--- src/min_tracking_stack_top_assert.svh ---
// Assertion macros for the min tracking stack.
// Both sample on clk and are disabled while rst_n is low.
`ifndef MIN_TRACKING_STACK_TOP_ASSERT_SVH
`define MIN_TRACKING_STACK_TOP_ASSERT_SVH

// Same-cycle implication.
`define MTS_ASSERT_NOW(label, cond, expr) \
    label: assert property (@(posedge clk) disable iff (!rst_n) (cond) |-> (expr)) \
        else $error("min tracking stack: same-cycle check failed");

// Next-cycle implication.
`define MTS_ASSERT_NEXT(label, cond, expr) \
    label: assert property (@(posedge clk) disable iff (!rst_n) (cond) |=> (expr)) \
        else $error("min tracking stack: next-cycle check failed");

`endif

--- src/mts_pkg.sv ---
package mts_pkg;

    // action codes
    localparam logic [1:0] ACT_PUSH  = 2'd0;
    localparam logic [1:0] ACT_POP   = 2'd1;
    localparam logic [1:0] ACT_QUERY = 2'd2;

    // status codes
    localparam logic [1:0] ST_OK        = 2'd0;
    localparam logic [1:0] ST_UNDERFLOW = 2'd1;
    localparam logic [1:0] ST_OVERFLOW  = 2'd2;

    typedef struct packed {
        logic [1:0]         action;
        logic signed [31:0] value;
    } cmd_item_t;

    typedef struct packed {
        logic signed [31:0] popped_value;
        logic signed [31:0] top_value;
        logic signed [31:0] min_value;
        logic [6:0]         entry_count;
        logic               is_empty;
        logic [1:0]         status;
    } rsp_item_t;

    // shift control shared by every cell
    typedef struct packed {
        logic push;
        logic pop;
    } cell_ctrl_t;

endpackage

--- src/mts_cell.sv ---
module mts_cell
    import mts_pkg::*;
#(
    parameter int WORD_WIDTH = 32
)
(
    input  logic                         clk,
    input  cell_ctrl_t                   ctrl,
    input  logic signed [WORD_WIDTH-1:0] above_word,
    input  logic signed [WORD_WIDTH-1:0] above_min,
    input  logic signed [WORD_WIDTH-1:0] below_word,
    input  logic signed [WORD_WIDTH-1:0] below_min,
    output logic signed [WORD_WIDTH-1:0] word,
    output logic signed [WORD_WIDTH-1:0] run_min
);

    logic signed [WORD_WIDTH-1:0] word_reg;
    logic signed [WORD_WIDTH-1:0] min_reg;
    logic signed [WORD_WIDTH-1:0] word_next;
    logic signed [WORD_WIDTH-1:0] min_next;

    // push moves entries away from the top, pop towards it
    always_comb
    begin
        word_next = word_reg;
        min_next  = min_reg;
        if (ctrl.push)
        begin
            word_next = above_word;
            min_next  = above_min;
        end
        else if (ctrl.pop)
        begin
            word_next = below_word;
            min_next  = below_min;
        end
    end

    always_ff @(posedge clk)
    begin
        word_reg <= word_next;
        min_reg  <= min_next;
    end

    assign word    = word_reg;
    assign run_min = min_reg;

endmodule

--- config.mk ---
export PLATFORM = sky130hd
export DESIGN_NAME = mts_cell
export DESIGN_NICKNAME = d
export VERILOG_FILES = /design/src/min_tracking_stack_top_assert.svh /design/src/mts_pkg.sv /design/src/mts_cell.sv
export SDC_FILE = /design/constraint.sdc
export NUM_CORES = 1
export LEC_CHECK = 0
export CELL_PAD_IN_SITES_DETAIL_PLACEMENT = 1
export CELL_PAD_IN_SITES_GLOBAL_PLACEMENT = 1
export CORE_MARGIN = 5
export CORE_UTILIZATION = 40
export CTS_CLUSTER_SIZE = 10
export DETAILED_ROUTE_END_ITERATION = 16
export DONT_BUFFER_PORTS = 1
export PLACE_DENSITY_LB_ADDON = 0.1
export SETUP_SLACK_MARGIN = 0.05
export SYNTH_ARGS = -nofsm -noshare
export SYNTH_HDL_FRONTEND = slang
export SYNTH_SLANG_ARGS = --single-unit
export TNS_END_PERCENT = 10
--- constraint.sdc ---
create_clock -name clk -period 4.38 [get_ports clk]
set_input_delay 0.657 -clock clk [delete_from_list [all_inputs] [get_ports clk]]
set_output_delay 0.657 -clock clk [all_outputs]
set_load 0.005 [all_outputs]
# After elaboration in Yosys (flattened, before gate mapping)
# Index checks and enable logic that the tools add are counted.
# totals
register_bits	64
in_bits	131
out_inout_bits	64
wordCells	7
# op_classes
n_mux	4
n_reduce_logical	1
# ops
cell	n
two-way mux 32 bit	4
nonzero test 2 bit	1

# Logic depth before layout (Yosys ltp)
# logic_depth
ltp_word	2
ltp_mapped	3
mapped_depth_nobuf	1

# Worst setup path before layout
# No wires, ideal clock.
# synth_path
path_type	input port to flip-flop
startpoint	in ctrl[1] in the netlist's numbering
endpoint	reg min_reg[0], in the netlist run_min[0] (enable)
setup_time_ns	0.426
arrival_ns	2.406
t_required_ns	3.954
slack_ns	1.549
path_stages	3
n_path_buf	2
cell_sequence	buf_6 buf_6 or2_1
# synth_via
elab_chain_cells	1
# synth_lines
element	line_no	rtl
from (decl)	mts_cell.sv:8	input cell_ctrl_t ctrl,
nonzero test 2 bit (no source line)	n/a	
to (signal assigned)	mts_cell.sv:42	min_reg <= min_next;
to (decl)	mts_cell.sv:18	logic signed [WORD_WIDTH-1:0] min_reg;
# Every way passes these cells.
# A chain may end at the register's enable or synchronous reset.

# Final worst setup path
# layout_path
startpoint	in ctrl[1] in the netlist's numbering
endpoint	reg word_reg[11], in the netlist word[11] (enable)
# layout_via
elab_chain_cells	1
# layout_lines
element	line_no	rtl
nonzero test 2 bit (no source line)	n/a	
to (signal assigned)	mts_cell.sv:41	word_reg <= word_next;
to (decl)	mts_cell.sv:17	logic signed [WORD_WIDTH-1:0] word_reg;
# Every way passes these cells.

==> results list <==
* Crit path capture type: flop
- Non-filler instance count after layout: ~250
- Overflow left after global routing: 0
- For this run, the share of the core covered by cells in the final layout is 0.4424.
- Timing-limited maximum frequency: around 560 MHz
- Final period demand of the worst path: between 1500 and 2000 ps
- The tightest min-delay check is of the input pin to flop type.
- STA puts the critical path data arrival time at approximately 1800 ps.
- The final layout contains ~270 nets.
- Number of standard cells after synthesis: about 140
- Power density of the placed cells: 447.0 mW/mm^2
- Measured along the y axis, the die boundary spans 95.23 um.
* Count of nets left with antenna violations after detail routing: 0
* Io pins: just under 200
- After floorplanning, the core was sized to cover between 0.007 and 0.008 mm^2.
- For this design, the slowest cell found on the critical path is or2_2.
- Before antenna repair, the detailed router went through 4 iterations.
- Post-route total power: 1.419 mW
* Via-to-Cell Ratio: between 5 and 6
- Met1 demand-to-capacity share in global routing: 0.1288
* Slew at the pin closest to its max-slew limit: between 700 and 800 ps
* Width of the chip: around 95 um
* Count of warnings emitted by yosys: 0
- RSZ-0062 raised after global routing: no
- Most used routing layer: met2
- For this run, global-route usage on met2 was measured as 0.2093.
* Biggest area contributors in the synthesized netlist: edfxtp_1 66%, mux2_4 25%, mux2_2 5.8%
* Leak pwr: about 1.2 nW
- The worst setup path is launched from an input pin.
- Number of distinct library cell variants in the gate-level netlist after synthesis: 6
- Final count of negative-setup-slack endpoints: 0
* Clock-pin transition on the worst setup and hold timing paths: 70 ps
* Largest net degree at the start of global routing: 66
* Worst IR Drop VDD: about 0.00017 V
* Cell with the most instances after synthesis: edfxtp_1
* Largest area contributor in the synthesized netlist: edfxtp_1
- Number of synthesized flops with an enable pin: between 60 and 70
- Together, buffers and inverters on the worst path number 1.
* Met3 Usage GRT: 0.05604
- Layout cell share with drive strength beyond 1: 0.5548
* Aggregate global-route resource usage: 0.1255
- Max_slew headroom: 0.5265
- Maximum single-stage delay on the critical path: around 560 ps
* Average routed wire per standard cell: 24.78 um
- Final period utilization: 0.4075
* Residual DRC count: 0
- Summing over every cut layer, the via total after detailed routing is between 1k and 1.5k.
- By count the netlist is led by 64 x edfxtp_1, 49 x mux2_4, 15 x mux2_2.
- The number of pins exceeding their max-slew limit in the final report was 0.
- Sequential area share after synthesis: 0.6615
- The cell sitting at the root of the clock tree is a clkbuf_8.
* Starting utilization of the core area: 0.4049
- Compared with the post-synthesis result, the final layout area differs by 9.259%.
* Number of placed cells counting well taps: between 200 and 250
- Number of buffers added by the clock tree synthesis step: 9
* Total of cells resized after clock tree synthesis: 0
- # H-tree levels: 3
- Clock Tree Buf Depth: 2
- Traced cell by cell, the critical path runs through or2_2 -> buf_4.
- The critical path is of the input pin to flop type.
- Input and output buffers added on the ports amount to 0.
* Total wirelength of the detailed-routed design: about 6 mm
- Count of max-cap constraint violations: 0
* Antenna Diode Count: 0
* Area share of the leading cell type in the synthesized netlist: 0.6615
- TritonCTS clock tree: built
* Die area: roughly 0.0091 mm^2
- After clock tree synthesis, the flow added hold-fix buffers numbering 0.
- The floorplan has 31 rows.
- The run finished with clean final reports.
- Mean instance size in the synthesized netlist: 21.36 um^2
* Post-Syn Area: about 0.0029 mm^2
- The number of nets handed over by synthesis was between 200 and 300.
- Grouping stages by cell kind, the critical path spends the most delay in simple AND/OR/NAND/NOR gates.
* Synthesis-stage register bit count: 64
- The congestion estimate from routability-driven global placement came to 0.6528.
* Sinks on Clock Net: 64
- STA puts the critical path data required time at 4360 ps.
- In this run the worst path has a maximum fanout of 65.
- The initial antenna violation count is 0.
* Post-CTS setup repair buffer count: 0
- The first global-routing pass estimated roughly 8 mm of wire.
* Final Hold Fails: 0
- Of all flip-flops after synthesis, the portion carrying an async set or reset was 0.
* Most instantiated flip-flop cell in the synthesis netlist: edfxtp_1
- Number of design-rule violations left by the first detailed-router iteration: 35
* Sum Neg Setup Slack: 0 ps
* Vias in the first global route: roughly 1.4k
==> report_power, final <==
group	switching (mW)	leakage [nW]	internal, mW
Sequential	0.0401	0.652	0.756
Clock	0.220	0.106	0.315
Combinational	0.0247	0.468	0.0638
==> metal layers <==
| metal | part of all wire | up-vias |
|---|---|---|
| met3 | 0.12 | 8 |
| li1 | - | 543 |
| met2 | 0.53 | 109 |
| met5 | 0 | - |
| met1 | 0.34 | 596 |
| met4 | 0.014 | 0 |
==> area by class of cell <==
cell class / instances / area (um^2)
fill: 671 / 4001
sequential: 64 / 1922
multi-input combinational: 65 / 910.9
clock buffer: 9 / 123.9
tap: 99 / 123.9
clock inverter: 7 / 86.33
timing repair buffer: 1 / 7.507
==> kinds of logic (layout without fill, tap and decap cells) <==
family                 count (synthesis)  count (layout)  share of synthesized area
multiplexers                          64              64                     0.3114
flip-flops                            64              64                     0.6615
buffers and inverters                  7              17                    0.02498
AND/OR/NAND/NOR                        1               1                   0.002155
==> cells in the final DEF, fill, tap and decap left out <==
master / instances
edfxtp_1: 64
mux2_4: 49
mux2_2: 15
clkbuf_8: 9
clkinv_2: 3
bufinv_16: 2
or2_2: 1
clkinvlp_4: 1
clkinv_1: 1
buf_4: 1
==> through the flow <==
| stage | hold slack [ps] | area (um^2) | worst slack, ps |
|---|---|---|---|
| 2_1_floorplan | 874.5 | 2905 | 1549 |
| 5_1_grt | 507.0 | 3174 | 2511 |
| 3_3_place_gp | 875.8 | 2964 | 2269 |
| 6_report | 538.4 | 3174 | 2595 |
| 4_1_cts | 514.3 | 3174 | 2573 |
| 3_5_place_dp | 877.2 | 2964 | 2226 |
==> path summary, 6_finish.rpt <==
check                         start  slack (ps)          end  depth (start not counted)
worst max-delay path        ctrl[1]        2600     word[11]                          2
worst min-delay path  above_min[23]         540  run_min[23]                          1
Power figures use the tool's default switching activity.
