**config.mk**
```make
export PLATFORM = sky130hd
export DESIGN_NAME = mts_out_buf
export DESIGN_NICKNAME = d
export VERILOG_FILES = /design/src/min_tracking_stack_top_assert.svh /design/src/mts_pkg.sv /design/src/mts_out_buf.sv
export SDC_FILE = /design/constraint.sdc
export NUM_CORES = 1
export LEC_CHECK = 0
export BUFFER_PORTS_ARGS = -buffer_cell sky130_fd_sc_hd__buf_2
export CAP_MARGIN = 20
export CELL_PAD_IN_SITES_DETAIL_PLACEMENT = 1
export CELL_PAD_IN_SITES_GLOBAL_PLACEMENT = 1
export CORE_MARGIN = 3
export CORE_UTILIZATION = 46
export CTS_BUF_LIST = sky130_fd_sc_hd__clkbuf_2 sky130_fd_sc_hd__clkbuf_4 sky130_fd_sc_hd__clkbuf_8
export DETAILED_ROUTE_END_ITERATION = 6
export PLACE_DENSITY = 0.83
export SYNTH_ARGS = -nofsm -noshare
export SYNTH_HDL_FRONTEND = slang
export SYNTH_SLANG_ARGS = --single-unit
```
**constraint.sdc**
```tcl
create_clock -name clk -period 8.8 [get_ports clk]
set_clock_uncertainty 0.15 [all_clocks]
set_input_delay 1.76 -clock clk [delete_from_list [all_inputs] [get_ports clk]]
set_output_delay 1.76 -clock clk [all_outputs]
set_load 0.03 [all_outputs]
```
**src/min_tracking_stack_top_assert.svh**
```systemverilog
// Assertion macros for the min tracking stack.
// Both sample on clk and are disabled while rst_n is low.
`ifndef MIN_TRACKING_STACK_TOP_ASSERT_SVH
`define MIN_TRACKING_STACK_TOP_ASSERT_SVH

// Same-cycle implication.
`define MTS_ASSERT_NOW(label, cond, expr) \
    label: assert property (@(posedge clk) disable iff (!rst_n) (cond) |-> (expr)) \
        else $error("min tracking stack: same-cycle check failed");

// Next-cycle implication.
`define MTS_ASSERT_NEXT(label, cond, expr) \
    label: assert property (@(posedge clk) disable iff (!rst_n) (cond) |=> (expr)) \
        else $error("min tracking stack: next-cycle check failed");

`endif

```
**src/mts_pkg.sv**
```systemverilog
package mts_pkg;

    // action codes
    localparam logic [1:0] ACT_PUSH  = 2'd0;
    localparam logic [1:0] ACT_POP   = 2'd1;
    localparam logic [1:0] ACT_QUERY = 2'd2;

    // status codes
    localparam logic [1:0] ST_OK        = 2'd0;
    localparam logic [1:0] ST_UNDERFLOW = 2'd1;
    localparam logic [1:0] ST_OVERFLOW  = 2'd2;

    typedef struct packed {
        logic [1:0]         action;
        logic signed [31:0] value;
    } cmd_item_t;

    typedef struct packed {
        logic signed [31:0] popped_value;
        logic signed [31:0] top_value;
        logic signed [31:0] min_value;
        logic [6:0]         entry_count;
        logic               is_empty;
        logic [1:0]         status;
    } rsp_item_t;

    // shift control shared by every cell
    typedef struct packed {
        logic push;
        logic pop;
    } cell_ctrl_t;

endpackage

```
**src/mts_out_buf.sv**
```systemverilog
module mts_out_buf
    import mts_pkg::*;
(
    input  logic      clk,
    input  logic      rst_n,
    input  logic      load,
    input  rsp_item_t load_item,
    output logic      full,
    output logic      rsp_valid,
    input  logic      rsp_stall,
    output rsp_item_t rsp_data
);

    logic      out_valid_reg;
    logic      out_valid_next;
    rsp_item_t out_reg;
    rsp_item_t out_next;
    logic      skid_valid_reg;
    logic      skid_valid_next;
    rsp_item_t skid_reg;
    rsp_item_t skid_next;
    logic      take;

    assign take = out_valid_reg && !rsp_stall;

    always_comb
    begin
        out_valid_next  = out_valid_reg;
        out_next        = out_reg;
        skid_valid_next = skid_valid_reg;
        skid_next       = skid_reg;
        if (skid_valid_reg)
        begin
            if (take)
            begin
                out_next        = skid_reg;
                skid_valid_next = 1'b0;
            end
        end
        else if (load)
        begin
            if (!out_valid_reg || take)
            begin
                out_next       = load_item;
                out_valid_next = 1'b1;
            end
            else
            begin
                skid_next       = load_item;
                skid_valid_next = 1'b1;
            end
        end
        else if (take)
        begin
            out_valid_next = 1'b0;
        end
    end

    always_ff @(posedge clk or negedge rst_n)
    begin
        if (!rst_n)
        begin
            out_valid_reg  <= 1'b0;
            skid_valid_reg <= 1'b0;
        end
        else
        begin
            out_valid_reg  <= out_valid_next;
            skid_valid_reg <= skid_valid_next;
        end
    end

    always_ff @(posedge clk)
    begin
        out_reg  <= out_next;
        skid_reg <= skid_next;
    end

    assign full      = skid_valid_reg;
    assign rsp_valid = out_valid_reg;
    assign rsp_data  = out_reg;

endmodule

```
**After elaboration in Yosys (flattened, before gate mapping)**

Cells that the tools add are included.

- Flip-flop bits (word level): 214
- Latch bits: 0
- RAM bits: 0
- ROM bits: 0
- Input bits: 110
- Output and inout port bits: 108
- Word-level logic and storage cells: 39
- Memories: 0

- $add $sub $neg: 0
- $mul: 0
- Div/mod/pow operators: 0
- Magnitude comparators: 0
- Equal/unequal tests: 2
- Shift operators: 0
- Multiplexer cells: 11
- Bitwise operators: 2
- Reductions and logical operators: 10

Operators with widths:

| cell | count |
|---|---|
| 106-bit two-way mux | 4 |
| 3-bit AND reduction | 3 |
| 1-bit two-way mux | 7 |
| 2-bit nonzero test | 3 |
| 2-bit by 1-bit inequality test with 1-bit output, second input constant | 2 |
| 1-bit logical NOT | 2 |
| 1-bit inverter | 2 |
| 1-bit logical AND | 1 |
| 1-bit logical OR | 1 |

**Depth between registers and ports, before layout**

Gate-level depths: netlist (run 1).

- Word-level depth: 6
- Mapped depth: 4
- Mapped depth without buffers: 2

**Least setup slack after synthesis (run 1)**

No wires, ideal clock.

- Path type: input port to flip-flop
- From: input port rsp_stall
- To: register out_reg, in the netlist rsp_data[0] (enable)
- Library setup time: 0.600 ns
- Data arrival time: 6.863 ns
- Required time: 8.050 ns
- Setup slack: 1.187 ns
- Stages: 2
- Path buffers: 0
- Cell sequence: nand2_1 > a21boi_1

- Word-level cells in the longest chain between the ends: 5
- Elaborated cells between the ends (all ways): 6
- Those cells by class: eq/ne (1); reduce/logical (5)

RTL lines:

| what | line | source |
|---|---|---|
| start: declaration | mts_out_buf.sv:10 | `input logic rsp_stall,` |
| 1-bit logical NOT (*) | mts_out_buf.sv:24 | `assign take = out_valid_reg && !rsp_stall;` |
| 1-bit logical AND (*) | mts_out_buf.sv:24 |  |
| 1-bit logical OR | mts_out_buf.sv:42 | `if (!out_valid_reg \|\| take)` |
| 2-bit nonzero test (no source line) | -- |  |
| 3-bit AND reduction (no source line) (*) | -- |  |
| end signal: assignment | mts_out_buf.sv:75 | `out_reg <= out_next;` |
| end: declaration | mts_out_buf.sv:16 | `rsp_item_t out_reg;` |

Mark *: on every way between the ends. The rest lies on a longest branch, timed or not.
A chain may end at the register's enable or synchronous reset.

**Worst setup path after layout (run 1)**

- From: register skid_valid_reg, in the netlist full
- To: register out_reg, in the netlist rsp_data[55] (enable)

- Word-level cells in the longest chain between the ends: 2
- Elaborated cells between the ends (all ways): 4
- Those cells by class: eq/ne (1); reduce/logical (3)

RTL lines:

| what | line | source |
|---|---|---|
| start: declaration | mts_out_buf.sv:18 | `logic skid_valid_reg;` |
| start signal: assignment | mts_out_buf.sv:69 | `skid_valid_reg <= skid_valid_next;` |
| 2-bit by 1-bit inequality test with 1-bit output (no source line) or 2-bit nonzero test (tied branches) | -- |  |
| 3-bit AND reduction (no source line) (*) | -- |  |

Marks and branches as above.

==> results of run 1 <==
metrics by stage:
stage / total power, W / std cells / hold WS, ns / util, % / worst slack [ns]
5_1_grt: 0.003790 / 835 / 0.4023 / 57.95 / 4.223
2_1_floorplan: 0.002629 / 342 / 0.3732 / - / 1.187
6_report: 0.003617 / 835 / 0.3938 / 57.95 / 4.487
3_5_place_dp: 0.002856 / 777 / 0.3892 / 54.25 / 4.464
3_3_place_gp: 0.002801 / 777 / 0.3665 / 54.25 / 4.608
4_1_cts: 0.003675 / 835 / 0.3908 / 57.95 / 4.459
cells in the mapped netlist:
| cell type | number | share of area [%] |
|---|---|---|
| sky130_fd_sc_hd__edfxtp_1 | 212 | 77 |
| sky130_fd_sc_hd__mux2_4 | 97 | 18 |
| sky130_fd_sc_hd__buf_12 | 10 | 2.4 |
| sky130_fd_sc_hd__mux2_2 | 9 | 1.2 |
| sky130_fd_sc_hd__nand2_1 | 3 | 0.14 |
| sky130_fd_sc_hd__a21oi_1 | 2 | 0.12 |
| sky130_fd_sc_hd__dfrtp_1 | 2 | 0.61 |
| sky130_fd_sc_hd__a21boi_1 | 1 | 0.091 |
| sky130_fd_sc_hd__buf_2 | 1 | 0.061 |
| sky130_fd_sc_hd__buf_8 | 1 | 0.18 |
| sky130_fd_sc_hd__inv_1 | 1 | 0.046 |
| sky130_fd_sc_hd__nand2b_1 | 1 | 0.076 |
| sky130_fd_sc_hd__nor2_1 | 1 | 0.046 |
| sky130_fd_sc_hd__o21ai_1 | 1 | 0.061 |
layer usage:
metal  global-route usage (%)  vias to the layer above  wire [µm]
met2                    29.48                      181       8635
li1                         -                     1859          -
met5                        0                        -          0
met4                    4.691                        0        303
met1                    20.19                     1982       6693
met3                    6.289                       26       1378
logic make-up after synthesis:
| group | share of synthesized area (%) |
|---|---|
| AOI/OAI and AO/OA | 0.2732 |
| buffers and inverters | 2.717 |
| and+or+nand+nor | 0.2581 |
| muxes | 18.90 |
| DFF | 77.85 |
worst max-delay path by stage:
stage                               from                       to  depth (start not counted)
after detailed placement  full$_DFF_PN0_   rsp_data[46]$_DFFE_PP_                          5
after floorplan                rsp_stall    rsp_data[0]$_DFFE_PP_                          2
after CTS                 full$_DFF_PN0_  rsp_data[103]$_DFFE_PP_                          5
after global routing      full$_DFF_PN0_   rsp_data[10]$_DFFE_PP_                          5
after global placement    full$_DFF_PN0_  rsp_data[103]$_DFFE_PP_                          5
final                     full$_DFF_PN0_   rsp_data[55]$_DFFE_PP_                          5
report_power, final:
part	switching [W]	internal (W)	total, W
Combinational	0.000747	0.000449	0.00120
Sequential	0.000130	0.00149	0.00162
Clock	0.000358	0.000441	0.000800
layout make-up:
cell class	count	area [µm²]	share of cell area (%)
flip-flops and latches	214	6420	63.61
multi-input cells	115	1620	16.05
repair buffers	222	1124	11.13
clock buffers	50	606.8	6.013
well taps	225	281.5	2.789
clock inverters	8	36.28	0.3595
inverters	1	3.754	0.03719
==> run_results.csv, run 1 <==
group,metric,value,unit
placed_design,post_dp_cell_area,0.009449,mm²
hold_path,hold_path.class,"reg2reg",
final_layout,antennaDiodeCount,0,
placed_design,io_buffer_count,217,
synth,yosysSeqAreaShare,77.85,%
final_layout,leading_cell_types_in_the_layout_fill_and_taps_excluded,"sky130_fd_sc_hd__buf_2 (217), sky130_fd_sc_hd__edfxtp_1 (212), sky130_fd_sc_hd__mux2_4 (97), sky130_fd_sc_hd__clkbuf_8 (37), sky130_fd_sc_hd__clkbuf_4 (13)",
timing,setup-tns-final,0,ns
clock_network,max_root_sink_buffers,3,
timing,timing.final.crit_share,49.02,%
setup_path,endpoint_kind,"flop",
die,die_area,0.01956,mm²
timing,relSlewSlack,24.44,%
hold_path,worst_hold_path.endpoint,"rsp_data[101]$_DFFE_PP_",
final_layout,areaGrowthSynthToFinish,22.45,%
clock_network,htree_levels,2,
synth,postSynthCellCount,342,
route,drt-total-wl,17010,µm
clock_network,clock_sink_count,214,
die,floorplan.die.height,139.9,µm
timing,final-setup-viol-count,0,
route,drc,0,
placed_design,place.gp.congestion,0.7938,
timing,timing.final.max_slew_violations,0,
final_layout,final_net_count,700,
global_route,grt_first_pass_wirelength,25790,µm
setup_path,start_kind,"flop",
clock_network,postCtsHoldBufs,0,
setup_path,cpMaxStageDelayCell,"sky130_fd_sc_hd__dfrtp_4",
route,drt_iter0_drc,217,
route,drtAntennaViolNets,0,
setup_path,critical_path.top_delay_family,"buffers and inverters",
global_route,grtUsageTotal,17.07,%
clock_network,postCtsSetupRepairBufs,0,
clock_network,cts_made_buffers,36,
job,max_cap_violations,0,
synth,syn_area,0.008242,mm²
setup_path,crit_top_cell,"sky130_fd_sc_hd__buf_4",
global_route,number_of_antenna_violations_at_the_first_check_in_global_routing,0,
global_route,grt_max_degree,63,
setup_path,rr_worst_depth,5,
final_layout,layout_cell_share_with_drive_strength_beyond_1,63.28,%
die,initial_core_util,47.32,%
final_layout,most_frequent_standard_cell_in_the_layout_excluding_fill_and_tap_cells,"sky130_fd_sc_hd__buf_2",
clock_network,clk-insertion-delay-late,0.49,ns
setup_path,cp_data_arrival_time,4.28,ns
die,chipWidth,139.9,µm
final_layout,filler_cell_count,1628,
route,route.detailed.wl_per_inst,20.37,µm
setup_path,reg2reg_from,"full$_DFF_PN0_",
setup_path,worstPathCellList,"buf_4 > nand2_1 > a21boi_4 > buf_4 > buf_4",
setup_path,setup.reg_to_reg.worst_slack,4.49,ns
timing,timing.fmax,231.8,MHz
final_layout,fin_area,0.01009,mm²
timing,period_needed,4.313,ns
placed_design,dp_hpwl,11790,µm
pwr,power.density,358.4,mW/mm²
synth,yosys_register_bits,214,
synth,syn_nets,452,
route,detail_route.first_pass.iterations,4,
synth,synth.distinct_cells,14,
timing,rsz0062_at_grt,"no",
setup_path,path_max_fanout,62,
setup_path,crit_type,"reg2reg",
die,design.portCount,218,
synth,yosysWarningCount,0,
setup_path,crit_required,8.76,ns
die,std_cell_rows,48,
clock_network,cts_root_buf,"sky130_fd_sc_hd__clkbuf_8",
clock_network,clkTransAtPathRegs,0.06,ns
clock_network,clock_tree_from_tritoncts,"done",
pwr,leakage,4.066,nW
setup_path,critical_path.max_stage_delay,0.99,ns
clock_network,number_of_gates_resized_after_cts,0,
pwr,vdd.ir_drop.worst,0.3102,mV
timing,timing.final.hold_violations,0,
hold_path,whs_path_depth,1,
setup_path,r2r_end,"rsp_data[55]$_DFFE_PP_",
run_status,status,"finished clean",
hold_path,hold_start,"skid_reg[101]$_DFFE_PP_",
setup_path,critPathBufInv,3,
timing,timing_worst_slew_pin_value,1.133,ns
die,coreArea,0.01742,mm²
global_route,via_count_of_the_first_global_routing_pass,4571,
route,avgViaCountPerCell,4.848,
route,via_count,4048,
global_route,grt-ovfl-total,0,
synth,mean_cell_area_of_the_mapped_netlist,24.10,µm²
Power figures use the tool's default switching activity.
==> inputs of run 2 (changes only) <==
==> constraint.sdc (replaced) <==
create_clock -name clk -period 4.25 [get_ports clk]
set_clock_uncertainty 0.15 [all_clocks]
set_input_delay 0.85 -clock clk [delete_from_list [all_inputs] [get_ports clk]]
set_output_delay 0.85 -clock clk [all_outputs]
set_load 0.03 [all_outputs]
==> run 2 against run 1 <==
Register-to-register slack lost 2.8 ns. Sequential share of layout area shrank 0.71 points. Non-clock buffer count grew 1. Maximum frequency grew 70%. Critical path depth shrank 2. Setup slack lost 2.8 ns. Clock power grew 120%. Hold slack lost 0.0098 ns. Die area is the same. Largest power group unchanged.
==> run_results.csv, run 2 (synthesis results as in run 1) <==
group,metric,value,unit
run_status,status,"finished clean",
setup_path,path_max_fanout,39,
placed_design,dp_hpwl,12030,µm
setup_path,critical_path.top_delay_family,"simple AND/OR/NAND/NOR gates",
route,avgViaCountPerCell,4.816,
pwr,leakage,4.114,nW
setup_path,crit_required,4.23,ns
timing,period_needed,2.543,ns
timing,timing.final.max_slew_violations,0,
die,std_cell_rows,48,
setup_path,worstPathCellList,"nand2b_1 > nor2_4 > buf_4",
setup_path,setup.reg_to_reg.worst_slack,1.71,ns
global_route,grt_max_degree,95,
die,coreArea,0.01742,mm²
setup_path,cpMaxStageDelayCell,"sky130_fd_sc_hd__dfrtp_4",
final_layout,most_frequent_standard_cell_in_the_layout_excluding_fill_and_tap_cells,"sky130_fd_sc_hd__buf_2",
global_route,grt_first_pass_wirelength,26340,µm
final_layout,final_cells,846,
timing,setup-tns-final,0,ns
route,via_count,4074,
die,initial_core_util,47.32,%
hold_path,hold_path.class,"in2reg",
setup_path,crit_cells,3,
setup_path,critPathBufInv,1,
global_route,number_of_antenna_violations_at_the_first_check_in_global_routing,4,
clock_network,number_of_gates_resized_after_cts,0,
final_layout,leading_cell_types_in_the_layout_fill_and_taps_excluded,"sky130_fd_sc_hd__buf_2 (217), sky130_fd_sc_hd__edfxtp_1 (212), sky130_fd_sc_hd__mux2_4 (97), sky130_fd_sc_hd__clkbuf_8 (38), sky130_fd_sc_hd__clkbuf_4 (21)",
die,die_area,0.01956,mm²
clock_network,clkTransAtPathRegs,0.06,ns
setup_path,critical_path.max_stage_delay,0.64,ns
timing,timing.final.crit_share,59.83,%
hold_path,hold_start,"load_item[57]",
timing,rsz0062_at_grt,"no",
timing,timing.fmax,393.3,MHz
setup_path,critPathLaunch,"full$_DFF_PN0_",
timing,final-setup-viol-count,0,
global_route,grt-ovfl-total,0,
placed_design,io_buffer_count,217,
final_layout,final_net_count,702,
route,detail_route.first_pass.iterations,4,
final_layout,layout_cell_share_with_drive_strength_beyond_1,63.59,%
setup_path,start_kind,"flop",
setup_path,reg2reg_from,"full$_DFF_PN0_",
hold_path,whs_path_depth,1,
route,drt-total-wl,17270,µm
pwr,power.density,747.3,mW/mm²
clock_network,clock_sink_count,214,
route,drc,0,
clock_network,clock_tree_from_tritoncts,"done",
die,design.portCount,218,
setup_path,crit_type,"reg2reg",
route,drtAntennaViolNets,0,
placed_design,placedCellCount,777,
clock_network,clk-insertion-delay-late,0.50,ns
die,floorplan.die.height,139.9,µm
job,max_cap_violations,0,
timing,relSlewSlack,43.93,%
clock_network,cts_made_buffers,37,
route,drt_iter0_drc,189,
setup_path,cp_data_arrival_time,2.52,ns
clock_network,cts_root_buf,"sky130_fd_sc_hd__clkbuf_8",
global_route,via_count_of_the_first_global_routing_pass,4716,
die,chipWidth,139.9,µm
timing,timing.final.hold_violations,0,
global_route,grtUsageTotal,17.43,%
route,route.detailed.wl_per_inst,20.42,µm
timing,timing_worst_slew_pin_value,0.8411,ns
setup_path,rr_worst_depth,3,
placed_design,place.gp.congestion,0.7666,
final_layout,areaGrowthSynthToFinish,23.83,%
setup_path,endpoint_kind,"flop",
clock_network,htree_levels,2,
clock_network,max_root_sink_buffers,3,
clock_network,postCtsSetupRepairBufs,0,
pwr,vdd.ir_drop.worst,0.4101,mV
-- run 2: repair_timing --
item,CTS,global route
endpoints found under the setup margin,0,0
endpoints found under the hold margin,2,0
hold buffers,1,0
-- run 2: area by class of cell --
type                    instances  area (µm²)
diodes                          3       7.507
clock buffers                  59       680.7
clock inverters                 6       33.78
fillers                      1634        7211
inverters                       1       3.754
multi-input cells             115        1620
flip-flops and latches        214        6420
well taps                     225       281.5
repair buffers                223        1159
-- run 2: final timing paths --
check,to
worst min-delay path,skid_reg[57]$_DFFE_PP_
worst max-delay path,skid_reg[28]$_DFFE_PP_
min in group asynchronous,full$_DFF_PN0_
worst max register to register,skid_reg[28]$_DFFE_PP_
worst min register to register,rsp_data[13]$_DFFE_PP_
max in group asynchronous,full$_DFF_PN0_
-- run 2: per-stage QoR --
| step | power, W | setup WS [ns] | cell area, µm² | hold slack, ns | utilization (%) |
|---|---|---|---|---|---|
| floorplan | 0.005376 | 0.7923 | 8260 | 0.3732 | - |
| global placement | 0.005803 | 1.643 | 9474 | 0.3676 | 54.40 |
| detailed placement | 0.005923 | 1.521 | 9474 | 0.3848 | 54.40 |
| CTS | 0.007737 | 1.660 | 10200 | 0.3509 | 58.56 |
| global route | 0.007972 | 1.524 | 10210 | 0.3544 | 58.60 |
| finish | 0.007627 | 1.707 | 10210 | 0.3840 | 58.60 |
-- run 2: power breakdown --
part | internal [W] | total (W) | switching [W]
logic | 0.000931 | 0.00255 | 0.00162
registers | 0.00308 | 0.00329 | 0.000206
clock network | 0.00101 | 0.00178 | 0.000768
total | 0.00503 | 0.00763 | 0.00260
-- run 2: metal layers --
| metal | GRT usage, % | vias to the layer above | wire [µm] |
|---|---|---|---|
| li1 | - | 1879 | - |
| met1 | 18.80 | 1998 | 6443 |
| met2 | 31.93 | 151 | 9288 |
| met3 | 4.845 | 44 | 1049 |
| met4 | 7.445 | 2 | 483 |
| met5 | 0 | - | 7 |
==> inputs of run 3 (changes only) <==
==> constraint.sdc (replaced) <==
create_clock -name clk -period 2.4 [get_ports clk]
set_clock_uncertainty 0.15 [all_clocks]
set_input_delay 0.48 -clock clk [delete_from_list [all_inputs] [get_ports clk]]
set_output_delay 0.48 -clock clk [all_outputs]
set_load 0.03 [all_outputs]
==> run 3 against run 2 <==
Utilization rose by 3.0 points. Setup slack worse by 1.5 ns. Global-route usage is 0.35 points higher. Clock power rose by 80%. First-iteration DRC count rose by 4.2%. Routed wire length increased by 2.2%. Critical path depth decreased by 1. Largest cell class unchanged.
==> run_results.csv, run 3 (synthesis results as in run 1) <==
group,metric,value,unit
run_status,status,"finished clean",
die,die_area,0.01956,mm²
placed_design,place.gp.congestion,0.7218,
clock_network,max_root_sink_buffers,3,
route,drt-total-wl,17650,µm
route,drt_iter0_drc,197,
clock_network,number_of_gates_resized_after_cts,0,
hold_path,whs_path_depth,1,
setup_path,critical_path.max_stage_delay,0.46,ns
clock_network,clkTransAtPathRegs,0.06,ns
final_layout,final_net_count,750,
pwr,finalPower,0.01373,W
job,max_cap_violations,0,
setup_path,start_kind,"flop",
final_layout,fin_area,0.01072,mm²
die,chipWidth,139.9,µm
setup_path,cpMaxStageDelayCell,"sky130_fd_sc_hd__dfrtp_4",
setup_path,reg2reg_from,"full$_DFF_PN0_",
setup_path,critPathBufInv,2,
route,route.detailed.wl_per_inst,19.95,µm
final_layout,leading_cell_types_in_the_layout_fill_and_taps_excluded,"sky130_fd_sc_hd__buf_2 (217), sky130_fd_sc_hd__edfxtp_1 (212), sky130_fd_sc_hd__mux2_4 (97), sky130_fd_sc_hd__dlygate4sd3_1 (48), sky130_fd_sc_hd__clkbuf_8 (37)",
setup_path,cp_data_arrival_time,1.58,ns
global_route,via_count_of_the_first_global_routing_pass,4827,
clock_network,cts_made_buffers,36,
setup_path,r2r_end,"rsp_data[3]$_DFFE_PP_",
die,coreArea,0.01742,mm²
timing,final-setup-viol-count,0,
final_layout,antennaDiodeCount,0,
clock_network,htree_levels,2,
die,std_cell_rows,48,
clock_network,clk-insertion-delay-late,0.50,ns
clock_network,clock_sink_count,214,
timing,relSlewSlack,61.81,%
timing,period_needed,2.212,ns
global_route,grt-ovfl-total,0,
placed_design,post_dp_cell_area,0.009543,mm²
global_route,grt_max_degree,62,
placed_design,io_buffer_count,217,
timing,timing.fmax,452.0,MHz
setup_path,crit_type,"reg2out",
die,initial_core_util,47.32,%
hold_path,worst_hold_path.endpoint,"skid_reg[52]$_DFFE_PP_",
die,floorplan.die.height,139.9,µm
timing,timing.final.crit_share,92.19,%
global_route,grtUsageTotal,17.78,%
final_layout,final_util,61.57,%
clock_network,cts_root_buf,"sky130_fd_sc_hd__clkbuf_8",
setup_path,path_max_fanout,48,
global_route,grt_first_pass_wirelength,27020,µm
timing,timing_worst_slew_pin_value,0.5729,ns
setup_path,critical_path.top_delay_family,"buffers and inverters",
timing,setup-tns-final,0,ns
setup_path,rr_worst_depth,3,
route,drtAntennaViolNets,0,
setup_path,endpoint_kind,"primary output",
placed_design,dp_hpwl,11350,µm
route,detail_route.first_pass.iterations,4,
final_layout,most_frequent_standard_cell_in_the_layout_excluding_fill_and_tap_cells,"sky130_fd_sc_hd__buf_2",
hold_path,hold_start,"load_item[52]",
pwr,vdd.ir_drop.worst,0.9144,mV
final_layout,layout_cell_share_with_drive_strength_beyond_1,58.48,%
timing,rsz0062_at_grt,"no",
pwr,power.density,1280,mW/mm²
setup_path,setup.reg_to_reg.worst_slack,0.61,ns
route,avgViaCountPerCell,4.753,
setup_path,worstPathCellList,"buf_12 > buf_2",
pwr,leakage,4.319,nW
clock_network,clock_tree_from_tritoncts,"done",
hold_path,hold_path.class,"in2reg",
route,via_count,4206,
final_layout,areaGrowthSynthToFinish,30.10,%
route,drc,0,
die,design.portCount,218,
setup_path,crit_required,1.77,ns
timing,timing.final.max_slew_violations,0,
timing,timing.final.hold_violations,0,
global_route,number_of_antenna_violations_at_the_first_check_in_global_routing,1,
[run 3: cell types whose count changed in the layout (fill, tap and decap cells not counted), sizes merged]
cell,previous run,this run
diode,3,0
clkbuf,59,45
inv,2,1
buf,222,224
dlygate4sd3,1,48
clkinv,5,10
bufinv,0,3
[run 3: power by group]
group / switching, W / internal (W)
registers: 0.000301 / 0.00546
clock network: 0.00135 / 0.00186
logic: 0.00298 / 0.00177
total: 0.00464 / 0.00909
[run 3: metrics by stage]
stage,std cells,setup WS [ns],hold slack [ns]
floorplan,342,-0.8437,0.03441
global placement,779,0.5871,0.1152
detailed placement,779,0.5214,0.1191
CTS,876,0.1596,0.00008826
global route,885,0.1197,0.0001785
finish,885,0.1875,0.03144
[run 3: metal layers]
metal / up-vias / track usage (%) / part of all wire [%]
met5: - / 0 / 0.040
met4: 2 / 5.558 / 1.3
met3: 22 / 5.430 / 7.1
met2: 165 / 31.73 / 53
met1: 2058 / 20.54 / 39
li1: 1959 / - / -
[run 3: repair_timing]
| item | in CTS | in global routing |
|---|---|---|
| buffers inserted | 0 | 0 |
| hold buffers | 39 | 9 |
| endpoints found under the hold margin | 40 | 9 |
[run 3: worst register-to-register path, stage by stage, from the launching register on]
cell and delay [ns]:
sky130_fd_sc_hd__dfrtp_4 0.52, sky130_fd_sc_hd__nand2b_4 0.19, sky130_fd_sc_hd__a21boi_4 0.21, sky130_fd_sc_hd__buf_12 0.33
[run 3: worst max path at each step]
stage / startpoint / depth (start not counted) / end / slack, ns
6_report: full$_DFF_PN0_ / 2 / full / 0.19
5_1_grt: full$_DFF_PN0_ / 2 / full / 0.12
4_1_cts: full$_DFF_PN0_ / 2 / full / 0.16
3_5_place_dp: rsp_stall / 4 / rsp_data[17]$_DFFE_PP_ / 0.52
3_3_place_gp: rsp_stall / 4 / rsp_data[11]$_DFFE_PP_ / 0.59
2_1_floorplan: full$_DFF_PN0_ / 3 / rsp_data[0]$_DFFE_PP_ / -0.84
[run 3: final cells by class]
type | instances | area [µm²]
fillers | 1579 | 6694
flip-flops and latches | 214 | 6421
repair buffers | 272 | 1682
multi-input cells | 115 | 1635
clock buffers | 45 | 569.3
well taps | 225 | 281.5
clock inverters | 13 | 130.1
inverters | 1 | 3.754
